## src/agpl_pkg.sv

```systemverilog
// ----------------------------------------------------------------------------
// agpl_pkg
// Shared types, constants and helpers of the gain stage and peak limiter.
// ----------------------------------------------------------------------------
package agpl_pkg;

    localparam int LANES        = 8;
    localparam int LANE_W       = $clog2(LANES);
    localparam int SAMPLE_W     = 24;
    localparam int CHAN_W       = 4;
    localparam int LIN_GAIN_W   = 32;
    localparam int STEP_W       = 24;
    localparam int PRE_PROD_W   = SAMPLE_W + LIN_GAIN_W;
    localparam int PEAK_W       = PRE_PROD_W - 16;
    localparam int MAG_W        = PEAK_W + 1;
    localparam int GAIN_W       = 25;
    localparam int SUM_W        = MAG_W + 5;
    localparam int DVD_W        = 47;
    localparam int REM_W        = MAG_W;
    localparam int DIV_CNT_W    = 6;
    localparam int CFG_IDX_W    = 3;
    localparam int CFG_DATA_W   = 32;
    localparam int MAX_CHANNELS_DEF = 8;

    localparam logic [GAIN_W-1:0]    UNITY_GAIN     = 25'd16777216;
    localparam logic [GAIN_W-1:0]    RELEASE_THRESH = 25'd16760439;
    localparam logic [PEAK_W-1:0]    PEAK_THRESH    = 40'd8380219;
    localparam logic [DVD_W-1:0]     ATTACK_NUM     = 47'd139330113471775;
    localparam logic [DIV_CNT_W-1:0] ATK_STEPS      = 6'd25;
    localparam logic [DIV_CNT_W-1:0] MONO_STEPS     = 6'd47;

    // configuration register indexes
    typedef enum logic [CFG_IDX_W-1:0] {
        CFG_NUM_CHANS    = 3'd0,
        CFG_GAIN_LINEAR  = 3'd1,
        CFG_RELEASE_STEP = 3'd2,
        CFG_LIMIT_ENABLE = 3'd3,
        CFG_MONO_ENABLE  = 3'd4
    } t_cfg_idx;

    typedef enum logic [3:0] {
        S_IDLE,
        S_PRE,
        S_PRE_END,
        S_DECIDE,
        S_DIV_ATK,
        S_REL_ADD,
        S_LIM,
        S_SUM,
        S_MONO_START,
        S_DIV_MONO,
        S_OUT
    } t_state;

    // controller to datapath
    typedef struct packed {
        logic              load;
        logic              pre_mul;
        logic [LANE_W-1:0] lane;
        logic              atk_start;
        logic              atk_upd;
        logic              rel_mul;
        logic              rel_add;
        logic              lim;
        logic [1:0]        lim_phase;
        logic              sum_acc;
        logic              mono_start;
        logic              mono_fin;
        logic              out_load;
    } t_cmd;

    // datapath to controller
    typedef struct packed {
        logic peak_over;
        logic rel_need;
        logic limit_en;
        logic mono_en;
        logic div_done;
        logic out_free;
    } t_stat;

    // sign and magnitude to saturated q1.23
    function automatic logic signed [SAMPLE_W-1:0] sat_sm(input logic neg,
                                                          input logic [DVD_W-1:0] mag);
        logic signed [SAMPLE_W-1:0] res;
        if (neg) begin
            if (mag >= DVD_W'(24'h800000)) res = 24'sh800000;
            else                           res = -$signed(mag[SAMPLE_W-1:0]);
        end else begin
            if (mag > DVD_W'(24'h7FFFFF)) res = 24'sh7FFFFF;
            else                          res = $signed(mag[SAMPLE_W-1:0]);
        end
        return res;
    endfunction

endpackage

```

## src/agpl_ctrl.sv

```systemverilog
// ----------------------------------------------------------------------------
// agpl_ctrl
// Controller: sequences pre-gain, gain update, limiting, mono average, output.
// ----------------------------------------------------------------------------
module agpl_ctrl
    import agpl_pkg::*;
(
    input  logic  i_clk,
    input  logic  i_rst_n,
    input  logic  i_in_valid,
    input  t_stat i_stat,
    output logic  o_in_ready,
    output t_cmd  o_cmd
);

    t_state             r_state, n_state;
    logic [LANE_W-1:0]  r_cnt, n_cnt;
    logic [1:0]         r_ph, n_ph;
    logic               last_lane;

    assign last_lane = r_cnt == LANE_W'(LANES - 1);

    always_ff @(posedge i_clk) begin
        if (!i_rst_n) begin
            r_state <= S_IDLE;
            r_cnt   <= '0;
            r_ph    <= '0;
        end else begin
            r_state <= n_state;
            r_cnt   <= n_cnt;
            r_ph    <= n_ph;
        end
    end

    // next state and commands
    always_comb begin
        n_state        = r_state;
        n_cnt          = r_cnt;
        n_ph           = r_ph;
        o_cmd          = '0;
        o_cmd.lane     = r_cnt;
        o_cmd.lim_phase = r_ph;
        o_in_ready     = 1'b0;
        case (r_state)
            S_IDLE: begin
                o_in_ready = 1'b1;
                if (i_in_valid) begin
                    o_cmd.load = 1'b1;
                    n_cnt      = '0;
                    n_state    = S_PRE;
                end
            end
            S_PRE: begin
                o_cmd.pre_mul = 1'b1;
                n_cnt         = r_cnt + 1'b1;
                if (last_lane) n_state = S_PRE_END;
            end
            S_PRE_END: n_state = S_DECIDE;
            S_DECIDE: begin
                n_cnt = '0;
                n_ph  = '0;
                if (!i_stat.limit_en) begin
                    n_state = i_stat.mono_en ? S_SUM : S_OUT;
                end else if (i_stat.peak_over) begin
                    o_cmd.atk_start = 1'b1;
                    n_state         = S_DIV_ATK;
                end else if (i_stat.rel_need) begin
                    o_cmd.rel_mul = 1'b1;
                    n_state       = S_REL_ADD;
                end else begin
                    n_state = S_LIM;
                end
            end
            S_DIV_ATK: begin
                if (i_stat.div_done) begin
                    o_cmd.atk_upd = 1'b1;
                    n_state       = S_LIM;
                end
            end
            S_REL_ADD: begin
                o_cmd.rel_add = 1'b1;
                n_state       = S_LIM;
            end
            S_LIM: begin
                o_cmd.lim = 1'b1;
                if (r_ph == 2'd2) begin
                    n_ph  = '0;
                    n_cnt = r_cnt + 1'b1;
                    if (last_lane) n_state = i_stat.mono_en ? S_SUM : S_OUT;
                end else begin
                    n_ph = r_ph + 1'b1;
                end
            end
            S_SUM: begin
                o_cmd.sum_acc = 1'b1;
                n_cnt         = r_cnt + 1'b1;
                if (last_lane) n_state = S_MONO_START;
            end
            S_MONO_START: begin
                o_cmd.mono_start = 1'b1;
                n_state          = S_DIV_MONO;
            end
            S_DIV_MONO: begin
                if (i_stat.div_done) begin
                    o_cmd.mono_fin = 1'b1;
                    n_state        = S_OUT;
                end
            end
            S_OUT: begin
                if (i_stat.out_free) begin
                    o_cmd.out_load = 1'b1;
                    n_state        = S_IDLE;
                end
            end
            default: n_state = S_IDLE;
        endcase
    end

    // a frame taken in is followed by the pre-gain pass
    a_load_pre: assert property (@(posedge i_clk) disable iff (!i_rst_n)
        (o_cmd.load) |=> (r_state == S_PRE && r_cnt == '0))
        else $error("frame load not followed by pre-gain pass");

endmodule

```

## config.mk

```make
export PLATFORM = sky130hd
export DESIGN_NAME = agpl_ctrl
export DESIGN_NICKNAME = d
export VERILOG_FILES = /design/src/agpl_pkg.sv /design/src/agpl_ctrl.sv
export SDC_FILE = /design/constraint.sdc
export NUM_CORES = 1
export LEC_CHECK = 0
export ABC_AREA = 1
export BUFFER_PORTS_ARGS = -buffer_cell sky130_fd_sc_hd__buf_4
export CORE_MARGIN = 4
export CORE_UTILIZATION = 27
export DETAILED_ROUTE_END_ITERATION = 6
export HOLD_SLACK_MARGIN = 0.06
export SYNTH_ARGS = -nofsm -noshare
export SYNTH_HDL_FRONTEND = slang
export SYNTH_SLANG_ARGS = --single-unit
```

## constraint.sdc

```tcl
create_clock -name i_clk -period 1.2 [get_ports i_clk]
set_input_delay 0.06 -clock i_clk [delete_from_list [all_inputs] [get_ports i_clk]]
set_output_delay 0.06 -clock i_clk [all_outputs]
set_load 0.005 [all_outputs]
```

======== After elaboration in Yosys (flattened, before gate mapping) ========
Cells that the tools add are included.
operators by class
  $add $sub $neg .......................... 2
  multiply operators ...................... 0
  divide/modulo/power cells ............... 0
  magnitude comparators ................... 0
  eq/ne operators ......................... 20
  shift operators ......................... 0
  muxes and demuxes ....................... 38
  bitwise logic cells ..................... 0
  reductions and logical operators ........ 6
operator list
  operator                                              number
  2-to-1 mux 4 bit                                      11
  case mux 4 bit (11 select lines)                      1
  2-to-1 mux 1 bit                                      20
  equality test 4 x 3 -> 1 bit (second input constant)  4
  inequality test 2 bit (second input constant)         8
  equality test 4 bit (second input constant)           3
  case mux 3 bit (4 select lines)                       1
  equality test 4 x 2 -> 1 bit (second input constant)  2
  AND reduction 8 bit                                   1
  2-to-1 mux 3 bit                                      2
  equality test 4 x 1 -> 1 bit (second input constant)  1
  zero test 4 bit                                       1
  2-to-1 mux 2 bit                                      2
  case mux 2 bit (2 select lines)                       1
  nonzero test 4 bit                                    1
  adder 3 x 1 -> 3 bit (second input constant)          1
  equality test 3 bit (second input constant)           1
  AND reduction 3 bit                                   1
  adder 2 x 1 -> 2 bit (second input constant)          1
  equality test 2 bit (second input constant)           1
  nonzero test 2 bit                                    1
  OR reduction 2 bit                                    1
word-level totals
  bits in registers ....................... 9
  bits in latches ......................... 0
  memory bits (writable) .................. 0
  ROM bits ................................ 0
  input port bits ......................... 9
  output and inout port bits .............. 17
  logic and storage cells ................. 69
  memories ................................ 0

======== Longest topological paths before layout ========
  word-level depth ........................ 4
  gate-level depth with buffers ........... 9
  depth with buffers taken out ............ 8

======== Worst setup path after synthesis ========
No wires, ideal clock.
  path kind ............................... register to register
  from .................................... register r_state[3]
  to ...................................... register r_state[3]
  setup time .............................. 0.118 ns
  arrival ................................. 1.079 ns
  data required time ...................... 1.082 ns
  setup slack ............................. 0.004 ns
  cell stages (with the launch flop) ...... 8
  path buffers ............................ 0
  period minus slack after synthesis ...... 1.196 ns
  path through ............................ dfxtp_1 nor2_4 nand2_2 nand2_4 a21oi_4 nand2_2 nand2_1 a21oi_2
between the ends
  cells in the longest elaborated chain, start to end .. 3
  elaborated cells on any way between the ends .. 21
  classes of those cells .................. eq/ne (18); mux (1); reduce/logical (2)
RTL lines
  what                                                  RTL line         source
  from (decl)                                           agpl_ctrl.sv:16  t_state r_state, n_state;
  from (signal assigned)                                agpl_ctrl.sv:29  r_state <= n_state;
  equality test 4 x 3 -> 1 bit (tied with other cells)  agpl_ctrl.sv:44  case (r_state)
  inequality test 2 bit (no line)                       -
  AND reduction 8 bit (no line)                         -
Several ways; a longest one is shown, not always the timed one.
A chain may end at the register's enable or synchronous reset.

======== Worst setup path in the final report ========
  from .................................... register r_state[2]
  to ...................................... register r_cnt[2]
between the ends
  cells in the longest elaborated chain, start to end .. 4
  elaborated cells on any way between the ends .. 11
  classes of those cells .................. eq/ne (6); mux (1); reduce/logical (4)
RTL lines
  what                                                                                 RTL line         source
  equality test 4 x 3 -> 1 bit / equality test 4 x 1 -> 1 bit (equally long branches)  agpl_ctrl.sv:44
  OR reduction 2 bit (no line)                                                         -
  nonzero test 4 bit (no line)                                                         -
  AND reduction 3 bit (no line)                                                        -
  to (signal assigned)                                                                 agpl_ctrl.sv:30  r_cnt <= n_cnt;
  to (decl)                                                                            agpl_ctrl.sv:17  logic [LANE_W-1:0] r_cnt, n_cnt;
Several ways; a longest one is shown, not always the timed one.

==> impl_summary.log <==
INFO  metric num-nets-final = between 150 and 200
INFO  metric reg_to_reg_slack_setup = -0.22 ns
INFO  metric postSynth.asyncResetShare = 0%
INFO  metric detailed_router_iteration_count_before_antenna_repair = 4
INFO  metric worst_path_max_delay_cell = dfxtp_4
INFO  metric core.rowCount = 19
INFO  metric setup_violations = 20
INFO  metric synthCells = about 120
INFO  metric final.hold.worst_slack = 0.100 ns
INFO  metric horizontal_die_dimension = 63.0 um
INFO  metric synth_nets = around 140
INFO  metric postLayoutSetupSlackWorst = -0.219 ns
INFO  metric synth.ff_latch_count = 9
INFO  metric route.vias.total = around 1000
INFO  metric violated_checks = setup timing
INFO  metric initial_antenna_violation_count = 0
INFO  metric synth.yosys.warnings = 0
INFO  metric n_antenna_cell = 0
INFO  metric crit-reg2reg-launch = r_state[2]$_SDFFE_PN0P_
INFO  metric cp_max_fo = 4
INFO  metric layout_stage_area_growth_over_the_synthesis_result = 84.2%
INFO  metric final_antenna_net_count = 0
INFO  metric chipHeight = 63.0 um
INFO  metric number_of_synthesized_flops_with_an_enable_pin = 0
INFO  metric synth_top_flop_cell = dfxtp_1
INFO  metric cts_hold_repair.buffers = 0
INFO  metric ff2ff_path_depth = 9
INFO  metric global_route.overflow_total = 0
INFO  metric netlist.area_leader.share = between 20 and 25%
INFO  metric power-per-cell-area = ~1500 mW/mm^2
INFO  metric netlist_area = ~820 um^2
INFO  metric hold-path-endpoint = r_ph[0]$_SDFFE_PN0P_
INFO  metric cts.htree.levels = 1
INFO  metric postLayoutCellArea = 0.00151 mm^2
INFO  metric synth_sequential_area_ratio = around 22%
INFO  metric gr-usage-all-layers = 13.6%
INFO  metric top_cells_by_instance_count_after_synthesis = 27 x nand2_1, 15 x inv_1, 12 x nand3_1
INFO  metric first_iter_violations = 28
INFO  metric critical_path.reg2reg.endpoint = r_cnt[2]$_SDFFE_PN0P_
INFO  metric max_slew.worst_pin.slew = 0.273 ns
INFO  metric worst_hold_startpoint = i_rst_n
INFO  metric netlist_top_cells_area = dfxtp_1 22%, nand2_1 12%, nor2_4 11%, nand3_1 7.4%, inv_1 6.9%
INFO  metric grt_setup_unrepaired = yes
INFO  metric placement.io_buffers = 25
INFO  metric grt_max_degree = 10
INFO  metric achievable_freq = about 700 MHz
INFO  metric slew_viol_final = 0
INFO  metric cp.required = 1.34 ns
INFO  metric detail_route.wirelength = approximately 2700 um
INFO  metric yosys.cell_types.count = 24
INFO  metric result_of_the_run = finished with violations
INFO  metric tritoncts = built
INFO  metric timing_hold_violations_final = 0
INFO  metric vdd_drop_max = approximately 470 uV
INFO  metric start_kind = flop
INFO  metric yosys.area.top_type = dfxtp_1
INFO  metric worstSkewPairLatency = ~0.25 ns
INFO  metric clkSinkCount = 9
INFO  metric post-route-drc-count = 0
INFO  metric worst_path_largest_cell_delay = 0.39 ns
INFO  metric cp-end-kind = flop
INFO  metric finalWorstPathRequiredPeriod = 1.42 ns
INFO  metric die-area = 0.00397 mm^2
INFO  metric cts-buffers-inserted = 3
INFO  metric holdPathStages = 3
INFO  metric worstHoldPathType = in -> reg
INFO  metric global_route_wire_length_before_repair = 4460 um
INFO  metric final_layout_size_suffix_gt1_share = 64.1%
INFO  metric maxcap_viol_count = 0
INFO  metric routedWlPerCell = 12.7 um
INFO  metric leakage = 0.724 nW
INFO  metric cpLargestDelayFamily = simple AND/OR/NAND/NOR gates
INFO  metric detailedPlacementHpwl = 1850 um
INFO  metric clk_transition_reported_paths = 0.06 ns
INFO  metric yosys.cell_count.top_type = nand2_1
INFO  metric place.gp.congestion = between 0.8 and 0.9
INFO  metric starting_density_of_the_core = 28.9%
INFO  metric top_level_ports = 26
INFO  metric placed_cell_area = 0.00121 mm^2
INFO  metric clock_tree_root_driver_cell = clkbuf_4
INFO  metric floorplan.core_area = 0.00283 mm^2
INFO  metric max_slew_margin = 81.8%
INFO  metric finClkSkew = 0.00158 ns
INFO  metric worst-setup-path-type = reg -> reg
INFO  metric avg_inst_size_synth = 6.59 um^2
INFO  metric path_cells = inv_4 -> buf_6 -> nor2_4 -> nand2_4 -> o21ai_2 -> nand3_2 -> buf_4 -> nand2_1 -> a21oi_2
INFO  metric worst-endpoint-arrival = about 1.6 ns
INFO  metric cp_buf_inv_count = 3
INFO  metric first_global_vias = 1043
INFO  metric viasPerCell = about 4.8
INFO  metric final_min_period_over_clock_period = 118%
INFO  metric clockBufferDepth = 2
-- area by class of cell --
type,instances,area (um^2)
Fill cell,265,1320
Clock buffer,4,26.3
Inverter,21,93.8
Timing Repair Buffer,58,492
Multi-Input combinational cell,92,659
Sequential cell,9,195
Tap cell,31,38.8
-- state kept, by name (all words and copies together) (netlist names) --
| register | count |
|---|---|
| r_cnt | 3 |
| r_ph | 2 |
| r_state | 4 |
-- routing by layer --
| layer | part of all wire, % | wire length [um] | track usage, % |
|---|---|---|---|
| met4 | 2.2 | 59 | 3.58 |
| met2 | 51 | 1390 | 24.4 |
| met3 | 4.4 | 119 | 3.60 |
| met5 | 0 | 0 | 0 |
| met1 | 42 | 1160 | 15.8 |
-- cell usage in the layout (no fill, tap or decap), drive strengths merged --
cell and count:
or2 1, clkbuf 4, buf 58, nor4 1
a21oi 13, nand3 15, nor2 15, o21ai 5
dfxtp 9, inv 21, nor3 5, ha 2
nand2 35
-- power by group --
group	switching [mW]	leakage (nW)	internal (mW)
Sequential	0.110	0.0759	0.363
Combinational	0.784	0.633	0.740
Clock	0.0963	0.0150	0.128
-- kinds of logic (layout without fill, tap and decap cells) --
family	count (synthesis)	after routing	synth area share (%)
buffers and inverters	23	83	12.3
DFF	9	9	22.1
AOI/OAI and AO/OA	18	18	13.3
and+or+nand+nor	72	72	49.3
adders and majority gates	2	2	3.06
-- worst max path at each step --
stage / start / to / slack (ns) / cells past startpoint
CTS: r_state[2]$_SDFFE_PN0P_ / o_cmd[10] / -0.15 / 7
floorplan: r_state[3]$_SDFFE_PN0P_ / r_state[3]$_SDFFE_PN0P_ / 0.004 / 7
finish: r_state[2]$_SDFFE_PN0P_ / r_cnt[2]$_SDFFE_PN0P_ / -0.22 / 9
global placement: r_state[2]$_SDFFE_PN0P_ / r_state[3]$_SDFFE_PN0P_ / -0.15 / 8
global route: r_state[2]$_SDFFE_PN0P_ / r_state[0]$_SDFFE_PN0P_ / -0.30 / 9
detailed placement: r_state[2]$_SDFFE_PN0P_ / r_cnt[1]$_SDFFE_PN0P_ / -0.18 / 8
-- what timing repair did --
action / in CTS / in global routing
buffers inserted: 5 / 6
endpoints found under the setup margin: 21 / 21
gates resized for setup: 28 / 33
pin swaps: 7 / 14
hold endpoints to repair: 0 / 0
-- worst reg2reg max path, cell delays in order, from the launching register on --
cell and delay, ns:
dfxtp_4 0.39, inv_4 0.04, buf_6 0.11, nor2_4 0.20, nand2_4 0.09, o21ai_2 0.07, nand3_2 0.13, buf_4 0.16
nand2_1 0.07, a21oi_2 0.05
-- stage by stage --
step | setup WS (ns) | total power, mW | util [%] | TNS (ns) | cells
4_1_cts | -0.150 | 1.89 | 47.8 | -2.01 | 209
3_3_place_gp | -0.151 | 1.54 | 42.8 | -1.24 | 201
6_report | -0.219 | 2.22 | 53.2 | -2.33 | 215
5_1_grt | -0.303 | 2.40 | 53.2 | -3.87 | 215
3_5_place_dp | -0.183 | 1.55 | 42.8 | -1.53 | 201
2_1_floorplan | 0.00362 | 1.11 | - | 0 | 124
No activity file was read; power rests on OpenSTA's default activity.
